===== src/bm25_div.sv =====
// Radix-2 restoring divider, one quotient bit per cycle.
`timescale 1ns / 1ps
`default_nettype none
module bm25_div #(
  parameter int NW = 64,
  parameter int QW = 64
) (
  input  wire logic          clk,
  input  wire logic          rst,
  input  wire logic          start,
  input  wire logic [QW-1:0] num,
  input  wire logic [NW-1:0] den,
  output logic               busy,
  output logic [QW-1:0]      quot
);
  localparam int CW = $clog2(QW + 1);
  logic [NW-1:0] rem;
  logic [QW-1:0] nsh;
  logic [CW-1:0] cnt;
  logic [NW:0]   trial;

  // one shift-subtract step on the partial remainder
  always_comb begin
    trial = {rem, nsh[QW-1]} - {1'b0, den};
  end

  always_ff @(posedge clk) begin
    if (rst) begin
      busy <= 1'b0;
      cnt  <= '0;
    end else if (start) begin
      busy <= 1'b1;
      cnt  <= CW'(QW);
      rem  <= '0;
      nsh  <= num;
      quot <= '0;
    end else if (busy) begin
      if (!trial[NW]) begin
        rem  <= trial[NW-1:0];
        quot <= {quot[QW-2:0], 1'b1};
      end else begin
        rem  <= {rem[NW-2:0], nsh[QW-1]};
        quot <= {quot[QW-2:0], 1'b0};
      end
      nsh <= {nsh[QW-2:0], 1'b0};
      cnt <= cnt - 1'b1;
      if (cnt == CW'(1)) busy <= 1'b0;
    end
  end
endmodule
`default_nettype wire


===== config.mk =====
export PLATFORM = sky130hd
export DESIGN_NAME = bm25_div
export DESIGN_NICKNAME = d
export VERILOG_FILES = /design/src/bm25_div.sv
export SDC_FILE = /design/constraint.sdc
export NUM_CORES = 1
export LEC_CHECK = 0
export BUFFER_PORTS_ARGS = -buffer_cell sky130_fd_sc_hd__buf_4
export CAP_MARGIN = 25
export CORE_ASPECT_RATIO = 1.25
export CORE_MARGIN = 10
export CORE_UTILIZATION = 35
export CTS_BUF_LIST = sky130_fd_sc_hd__clkbuf_4 sky130_fd_sc_hd__clkbuf_8 sky130_fd_sc_hd__clkbuf_16
export CTS_CLUSTER_SIZE = 8
export DETAILED_ROUTE_END_ITERATION = 8
export PLACE_DENSITY = 0.62
export SLEW_MARGIN = 25
export SYNTH_ARGS = -nofsm -noshare
export SYNTH_HDL_FRONTEND = slang
export SYNTH_SLANG_ARGS = --single-unit

===== constraint.sdc =====
create_clock -name clk -period 34.8 [get_ports clk]
set_input_delay 10.44 -clock clk [delete_from_list [all_inputs] [get_ports clk]]
set_output_delay 10.44 -clock clk [all_outputs]
set_load 0.03 [all_outputs]

==> flow_summary.toml <==
[floorplanning]
die_w_um = 187
ioPinCount = 196
core.rowCount = 76
design.die.area_mm2 = 0.0429
initial_core_util_pct = 35.5
core_region_area_mm2 = 0.0345
die_height_um = 229

[sta]
finalCriticalPeriod_ps = 14210
final_max_slew_viol_count = 0
clock_skew_ps = 7.02
grt_setup_unrepaired = "no"
final_hold_viol_count = 0
max_freq_mhz = 70.4
post-route-period-util_pct = 40.8
measured_slew_at_the_worst_slew_check_pin_ps = 852
tns_ps = 0
max_slew_margin_pct = 43.2
setup_viol_count_final = 0

[critical_path]
crit_path_start_kind = "primary input"
cp_data_arrival_time_ps = 14420
cp_data_required_time_ps = 35010
crit_path_cell_trace = "buf_4, ha_1, fa_1, nand2b_1, a21oi_1, o211ai_2, o31ai_2, a22oi_1, o211ai_1, a21oi_2, xnor2_4, buf_4, nor3b_1, a211o_1"
critical_path.slowest_cell = "sky130_fd_sc_hd__xnor2_4"
timing.critical_path.mode_cell = "sky130_fd_sc_hd__buf_4"
worst_path_largest_cell_delay_ps = 660
crit_fanout = 39
critPathCaptureType = "flop"
critical_path_class = "primary input to flop"

[power_and_ir_drop]
static-leakage-power_nw = 6.00
net_sw_power_w = 0.000229
swShare_pct = 32.6
share_of_power_burned_in_registers_pct = 42.9
max-vdd-ir-drop_v = 0.0000279
power.density_mw_per_mm2 = 47.7
internal_power_w = 0.000472
power_frac_clock_pct = 27.1
pwr-share-comb_pct = 30.1

[routing]
drt.antenna.violating_nets = 0
first_pass_iters = 5
avgViaCountPerCell = 5.04
drt_drc_violations_left = 0
wl_per_cell_um = 16.8
detail_route.iter0.violations = 507
vias = 9286
route.final.wire_length_um = 31000

[logic_synthesis]
synth_largest_area_cell = "sky130_fd_sc_hd__edfxtp_1"
yosys-top-cells-count = "192 x sky130_fd_sc_hd__edfxtp_1, 164 x sky130_fd_sc_hd__nand2_1, 140 x sky130_fd_sc_hd__a21oi_1, 80 x sky130_fd_sc_hd__inv_1, 69 x sky130_fd_sc_hd__nor2b_1"
ys_dominant_reg_cell = "sky130_fd_sc_hd__edfxtp_1"
syn-num-nets = 1393
syn_area_per_cell_um2 = 10.3
post_synth_num_cell_types = 68
leading_post_synthesis_cells_by_cell_area = "sky130_fd_sc_hd__edfxtp_1 47%, sky130_fd_sc_hd__ha_1 6.7%, sky130_fd_sc_hd__mux2_2 5.8%"
synth_enable_flop_cells = 192
postSynthCellCount = 1195
synth.cell_area_mm2 = 0.0123
synth_seq_area_share_pct = 48.4
post-synth-top-count-cell = "sky130_fd_sc_hd__edfxtp_1"
async_set_or_reset_flop_fraction_in_the_synthesized_netlist_pct = 0
yosysTopAreaCellShare_pct = 47.0
synth-seq-cells = 200
yosys_warnings = 0

[flow_run]
drv.max_cap_violation_count = 0

[placement]
port_buffers = 195
gp_routability_congestion = 0.878
hpwl_um = 23100
post_placement_cell_area_mm2 = 0.0141

[cts]
number_of_buffers_between_clock_root_and_the_deepest_sink = 2
path_clk_slew_ps = 70
cts_sinks = 200
cts_post_setup_buffers_inserted = 0
cts_inserted_buffers = 17
hold_buffers = 0
cts_tree = "yes"
post_cts.resized_instances = 0
root_buffer_selected_by_cts = "sky130_fd_sc_hd__clkbuf_16"
htreeDepth = 4
clock_latency_of_the_later_clocked_register_in_the_worst_skew_pair_ps = 450

[run_status]
status = "completed"

[grt]
vias_in_the_first_global_route = 9582
grt_max_degree = 112
grt_antenna_before_repair = 4
grt-ovfl-total = 0
grt_pass1_wl_um = 50300
grt_use_total_pct = 14.5

[cells_and_area]
layout.cell_area.non_filler_mm2 = 0.0147
nets = 1558
layout-drive-gt1-share_pct = 23.5
fillerInstances = 3417
flow.area_growth_from_synthesis_pct = 19.9

[min_path]
hold_path_class = "flop to flop"
power by group through the flow:
stage | clock network [W] | registers (W) | logic (W)
2_1_floorplan | 0 | 0.000315 | 0.000149
3_3_place_gp | 0 | 0.000306 | 0.000208
3_5_place_dp | 0 | 0.000306 | 0.000212
4_1_cts | 0.000197 | 0.000301 | 0.000213
5_1_grt | 0.000206 | 0.000303 | 0.000237
6_report | 0.000190 | 0.000300 | 0.000211
through the flow:
step	instances	setup slack, ps	total power [W]	hold slack (ps)	utilization (%)
2_1_floorplan	1195	14770	0.000465	468	-
3_3_place_gp	1808	20180	0.000514	479	40.9
3_5_place_dp	1809	20090	0.000517	491	41.0
6_report	1842	20590	0.000701	510	42.6
5_1_grt	1842	20270	0.000745	565	42.6
4_1_cts	1841	20580	0.000710	502	42.5
state kept, by name, indices dropped and copies added, names as in the netlist:
| signal | flops |
|---|---|
| nsh | 64 |
| quot | 64 |
| rem | 64 |
| cnt | 7 |
| busy | 1 |
critical path, delay by kind of cell:
family,cells,cell delay [ps]
and+or+nand+nor,2,290
adders and majority gates,2,620
buffers and inverters,2,620
AOI/OAI and AO/OA,7,1780
xor gates and xnor gates,1,660
metal layers:
metal  up-vias  track usage (%)  wire length [um]
met1      4398             16.6             12900
met2       222             23.9             15000
met3        49             5.73              2410
met4         6             5.28               727
met5         -                0                29
li1       4611                -                 -
cell families after synthesis:
family	Yosys count	synth area share, %
buffers and inverters	136	4.56
DFF	200	48.4
adders and majority gates	67	6.90
and+or+nand+nor	373	14.5
xor gates and xnor gates	64	4.70
AOI/OAI and AO/OA	292	15.2
muxes	63	5.79
layout by cell type (no fill, tap or decap), types with 15 or more instances in the layout:
cell type / Yosys / layout
sky130_fd_sc_hd__a21o_1: 30 / 30
sky130_fd_sc_hd__a21oi_1: 140 / 140
sky130_fd_sc_hd__buf_4: 3 / 199
sky130_fd_sc_hd__clkbuf_16: 0 / 17
sky130_fd_sc_hd__edfxtp_1: 192 / 192
sky130_fd_sc_hd__ha_1: 66 / 66
sky130_fd_sc_hd__inv_1: 80 / 80
sky130_fd_sc_hd__mux2_2: 63 / 63
sky130_fd_sc_hd__nand2_1: 164 / 164
sky130_fd_sc_hd__nand4_1: 19 / 19
sky130_fd_sc_hd__nor2_1: 50 / 49
sky130_fd_sc_hd__nor2b_1: 69 / 69
sky130_fd_sc_hd__nor3_1: 15 / 15
sky130_fd_sc_hd__o21ai_0: 28 / 28
sky130_fd_sc_hd__xnor2_1: 37 / 37
sky130_fd_sc_hd__xor2_1: 25 / 25
worst paths after layout:
check                                         start                     to  slack, ps  cells past startpoint
worst min-delay path            cnt[1]$_SDFFE_PP0P_    cnt[1]$_SDFFE_PP0P_        510                      2
worst max-delay path                         den[0]  rem[34]$_SDFFCE_PP0P_      20590                     14
worst max register to register    nsh[63]$_DFFE_PP_  rem[34]$_SDFFCE_PP0P_      30290                     14
worst min register to register  cnt[1]$_SDFFE_PP0P_    cnt[1]$_SDFFE_PP0P_        510                      2
layout make-up:
cell class                 count  area (um^2)  share of cell area (%)
sequential                   200         5930                    40.3
multi-input combinational    859         5800                    39.5
timing repair buffer         202         1540                    10.5
tap                          468          586                    3.99
clock buffer                  22          463                    3.15
inverter                      80          300                    2.04
clock inverter                10         75.1                   0.511
antenna                        1         2.50                  0.0170
No activity file was read; power rests on OpenSTA's default activity.
