==> src/bm25_pkg.sv <==
// Package: shared constants and types for the BM25 field term scorer.
`timescale 1ns / 1ps
`default_nettype none
package bm25_pkg;
  localparam int SCORE_FRAC_BITS_DEF = 16;
  localparam int MANT_FRAC = 30;
  localparam logic [31:0] LN2_Q32 = 32'd2977044472;
  localparam int CFG_IDX_W = 3;
  localparam int CFG_DATA_W = 32;

  typedef enum logic [CFG_IDX_W-1:0] {
    REG_TOTAL_DOCS = 3'd0,
    REG_AVG_LENGTH = 3'd1,
    REG_K1         = 3'd2,
    REG_B          = 3'd3,
    REG_W_TITLE    = 3'd4,
    REG_W_CONTENT  = 3'd5,
    REG_W_DESC     = 3'd6
  } cfg_reg_t;

  typedef enum logic [1:0] {
    KIND_TITLE   = 2'd0,
    KIND_CONTENT = 2'd1,
    KIND_DESC    = 2'd2,
    KIND_OTHER   = 2'd3
  } kind_t;
endpackage
`default_nettype wire

==> src/bm25_log2.sv <==
// Serial log2 unit: MSB search then one squaring per fraction bit.
`timescale 1ns / 1ps
`default_nettype none
module bm25_log2 #(
  parameter int FRAC = bm25_pkg::SCORE_FRAC_BITS_DEF
) (
  input  wire logic        clk,
  input  wire logic        rst,
  input  wire logic        start,
  input  wire logic [25:0] x,
  output logic             busy,
  output logic [FRAC+4:0]  result
);
  localparam int MF = bm25_pkg::MANT_FRAC;
  localparam int CW = $clog2(FRAC + 27);
  typedef enum logic [1:0] {L_IDLE, L_NORM, L_SQ} lstate_t;
  lstate_t st;
  logic [25:0] xs;
  logic [25:0] xin;
  logic [4:0]  e;
  logic [MF:0] m;
  logic [CW-1:0] cnt;
  logic [FRAC-1:0] frac;
  logic [2*MF+1:0] sq;
  logic [MF+1:0] mn;

  // truncated square of the mantissa
  always_comb begin
    sq = m * m;
    mn = sq[2*MF+1:MF];
  end

  assign busy = (st != L_IDLE);

  always_ff @(posedge clk) begin
    if (rst) begin
      st <= L_IDLE;
    end else begin
      case (st)
        L_IDLE: if (start) begin
          xs <= x; xin <= x; e <= 5'd0; st <= L_NORM;
        end
        // walk to the MSB one bit per cycle
        L_NORM: begin
          if (xs[25:1] != 25'd0) begin
            xs <= {1'b0, xs[25:1]};
            e  <= e + 1'b1;
          end else begin
            m <= (MF+1)'(xin) << (MF - 32'(e));
            cnt <= CW'(FRAC);
            frac <= '0;
            st <= L_SQ;
          end
        end
        L_SQ: begin
          if (mn[MF+1]) begin
            m <= mn[MF+1:1];
            frac <= {frac[FRAC-2:0], 1'b1};
          end else begin
            m <= mn[MF:0];
            frac <= {frac[FRAC-2:0], 1'b0};
          end
          cnt <= cnt - 1'b1;
          if (cnt == CW'(1)) st <= L_IDLE;
        end
        default: st <= L_IDLE;
      endcase
    end
  end

  assign result = {e, frac};
endmodule
`default_nettype wire

==> config.mk <==
export PLATFORM = sky130hd
export DESIGN_NAME = bm25_log2
export DESIGN_NICKNAME = d
export VERILOG_FILES = /design/src/bm25_pkg.sv /design/src/bm25_log2.sv
export SDC_FILE = /design/constraint.sdc
export NUM_CORES = 2
export LEC_CHECK = 0
export BUFFER_PORTS_ARGS = -buffer_cell sky130_fd_sc_hd__buf_4
export CORE_ASPECT_RATIO = 2
export CORE_MARGIN = 4
export CORE_UTILIZATION = 27
export CTS_CLUSTER_SIZE = 16
export DETAILED_ROUTE_END_ITERATION = 12
export PLACE_DENSITY = 0.46
export SYNTH_ARGS = -nofsm -noshare
export SYNTH_HDL_FRONTEND = slang
export SYNTH_SLANG_ARGS = --single-unit
==> constraint.sdc <==
create_clock -name clk -period 10.41 [get_ports clk]
set_clock_uncertainty 0.05 [all_clocks]
set_input_delay 2.082 -clock clk [delete_from_list [all_inputs] [get_ports clk]]
set_output_delay 2.082 -clock clk [all_outputs]
set_load 0.05 [all_outputs]
==> results.cfg <==
[run_status]
run_status = completed

[worst_setup_path]
setup.worst_path.end_class = flip-flop
cp.required_ns = 10.49
cp_cell_sequence = inv_1 -> nor2_1 -> fa_1 -> fa_1 -> fa_1 -> inv_1 -> fa_1 -> inv_1 -> fa_1 -> fa_1 -> fa_1 -> fa_1 -> ha_1 -> a21oi_1 -> nand2_1 -> a211oi_1 -> a211oi_2 -> nor3_2 -> o211ai_2 -> a21bo_4 -> xor2_4 -> nor2_2 -> a221o_1
crit_path_start = m[5]$_DFFE_PP_
path_max_fanout = 27
worstReg2RegEnd = m[24]$_DFFE_PP_
rrSetupSlack_ns = 0.92
reg2reg_depth = 23
start_kind = flip-flop
worstReg2RegStart = m[5]$_DFFE_PP_
endpoint = m[24]$_DFFE_PP_
cpMostUsedCell = fa_1
slowest_delay_ns = 1.10
crit_arrival_ns = 9.56
crit_type = reg -> reg
cp_slowest_cell = edfxtp_1

[cts]
clockBufferDepth = 2
post-cts-setup-buffer-count = 0
cts_sinks = 111
cts_buffers = 9
cts_max_level = 3
cts_hold_buf = 0
cts_tree = built
clk_pin_slew_ns = 0.08
cts_resized = 0
ctsRootBufferMaster = clkbuf_16
clk_latency_ns = 0.38

[finish]
area_growth_syn_to_layout_pct = 7.97
fillers = 12900
nets = 4506
multi_input_area_mm2 = 0.0258
final_layout_size_suffix_gt1_frac = 0.0630
diodes = 0
regArea_mm2 = 0.00331

[synthesis]
synthTopCellsByArea = fa_1, ha_1, inv_1
synthesis.area_mm2 = 0.0332
async_flop_share = 0
synth_edf_count = 109
syn_nets = 4521
synth_top_cell_by_area = fa_1
netlist_instances = 3468
syn_avg_cell_area_um2 = 9.56
synthAdderAreaFrac = 0.555
post_synth_mux_area_share = 0.0231
synth_top_family_by_area = adder cells
seq_area_frac_synth = 0.0999
synth_cell_types = 80
yosysWarnings = 0
synth-xor-area-share = 0.0182
ys_ff_latch = 111
synth_compound_area_frac = 0.0642
yosys.area_share.simple = 0.116
synth_top_cell_area_share = 0.451
ys.flop_type = edfxtp_1

[die]
initial_core_util = 0.272
num_rows = 181
die_x_um = 256
die_area_mm2 = 0.129
core_region_area_mm2 = 0.122
io_pins = 51
die_y_um = 504

[routing]
via_count = 23200
drtIter0Drc = 934
wl_per_cell_um = 21.8
firstDrtPassIters = 5
drc_errors = 0
wl_mm = 109
vias_per_cell = 4.64
postRouteAntennaNets = 0

[min_path]
worst_hold_path_type = reg -> reg

[timing]
fin_crit_ns = 9.49
fin_crit_sh = 0.911
rsz0062_at_grt = no
tightest_slew_ns = 1.19
fin_tns_setup_ns = 0
slew_viol_final = 0
setup_viol = 0
relSlewSlack = 0.204
finalHoldViolCount = 0
fmax_mhz = 105

[global_route]
grt_pass1_wl_mm = 167
grt_max_degree = 54
antenna_found_initial = 0
grt_pass1_vias = 27400
grtUsageTotal = 0.173
grt_overflow = 0

[placed_design]
place_congestion = 0.926
io_buffer_count = 50
dpl.hpwl_mm = 94.1

[job]
drv_cap = 0
==> cells in the final DEF, fill, tap and decap left out, types with 5 or more instances in the layout <==
master,netlist,layout
a211o_1,5,5
a211oi_1,8,8
a21o_1,17,17
a21oi_1,99,99
a221o_1,10,10
a31o_2,7,7
a31oi_1,12,12
and2_1,210,210
and3_1,14,14
buf_4,1,116
clkbuf_16,0,9
edfxtp_1,109,109
fa_1,747,747
ha_1,277,276
inv_1,920,920
mux2_2,36,36
mux2i_1,36,36
nand2_1,369,369
nand2b_1,5,5
nand3_1,30,30
nand4_1,17,17
nor2_1,100,100
nor2b_1,9,9
nor3_1,30,29
nor4_1,8,8
o211ai_1,7,7
o21ai_0,45,45
o21ai_1,10,10
o21bai_1,13,13
o221ai_1,19,19
o22ai_1,5,5
o2bb2ai_1,11,11
o31ai_1,6,6
or2_2,8,8
or3_1,5,5
xnor2_1,36,35
xor2_1,26,25
==> registers in the layout, indices dropped and copies added, names as in the netlist <==
register	flops
xin	26
e	5
frac	16
m	31
cnt	6
st	2
xs	25
==> worst min-delay path by stage <==
| stage | from | endpoint | slack (ns) | depth (start not counted) |
|---|---|---|---|---|
| global route | xs[8]$_DFFE_PP_ | xs[7]$_DFFE_PP_ | 0.55 | 1 |
| floorplan | st[1]$_SDFFE_PP0P_ | st[1]$_SDFFE_PP0P_ | 0.44 | 2 |
| CTS | st[0]$_SDFFE_PP0P_ | st[0]$_SDFFE_PP0P_ | 0.50 | 2 |
| global placement | st[0]$_SDFFE_PP0P_ | st[0]$_SDFFE_PP0P_ | 0.48 | 2 |
| finish | st[0]$_SDFFE_PP0P_ | st[0]$_SDFFE_PP0P_ | 0.50 | 2 |
| detailed placement | st[0]$_SDFFE_PP0P_ | st[0]$_SDFFE_PP0P_ | 0.48 | 2 |
==> stage by stage <==
stage,instance area (µm²),util,hold slack [ns],instances,worst slack (ns)
after CTS,35800,0.294,0.496,5013,0.904
after global routing,35800,0.294,0.547,5013,0.512
final,35800,0.294,0.498,5013,0.922
after detailed placement,35500,0.291,0.484,4997,0.952
after floorplan,33200,-,0.441,3468,2.55
after global placement,35500,0.291,0.480,4997,1.07
==> area by class of cell <==
type | count | area share
Tap cell | 1555 | 0.0543
Clock buffer | 9 | 0.00629
Timing Repair Buffer | 119 | 0.0260
Sequential cell | 111 | 0.0925
Multi-Input combinational cell | 2289 | 0.721
Clock inverter | 7 | 0.00293
Inverter | 923 | 0.0967
==> synth_stat cells (9+ instances only) <==
cell / instances
a21o_1: 17
a21oi_1: 99
a221o_1: 10
a31oi_1: 12
and2_1: 210
and3_1: 14
buf_2: 9
clkbuf_1: 120
edfxtp_1: 109
fa_1: 747
ha_1: 277
inv_1: 920
mux2_2: 36
mux2i_1: 36
nand2_1: 369
nand3_1: 30
nand4_1: 17
nor2_1: 100
nor2b_1: 9
nor3_1: 30
o21ai_0: 45
o21ai_1: 10
o21bai_1: 13
o221ai_1: 19
o2bb2ai_1: 11
xnor2_1: 36
xor2_1: 26
==> critical path, delay by kind of cell, from the launching register on <==
| family | cells | cell delay, ns |
|---|---|---|
| AOI/OAI and AO/OA | 6 | 1.69 |
| DFF | 1 | 1.10 |
| and+or+nand+nor | 4 | 0.94 |
| xor gates and xnor gates | 1 | 0.60 |
| adders and majority gates | 9 | 4.36 |
| buffers and inverters | 3 | 0.49 |
==> metal layers <==
metal  global-route usage  wire (µm)  up-vias
met5                    0          0        -
met4                0.117       9260        0
met3              0.00783       1950      231
met2                0.369      65700      486
met1                0.151      32500    12100
li1                     -          -    10500
==> kinds of logic after synthesis <==
family / count (synthesis)
buffers and inverters: 1068
adders and majority gates: 1024
and+or+nand+nor: 814
AOI/OAI and AO/OA: 314
DFF: 111
muxes: 72
xor gates and xnor gates: 65
Power is left out: the tool's default activity adds up to more than one toggle a clock period on the data nets, which glitch-free logic cannot reach.
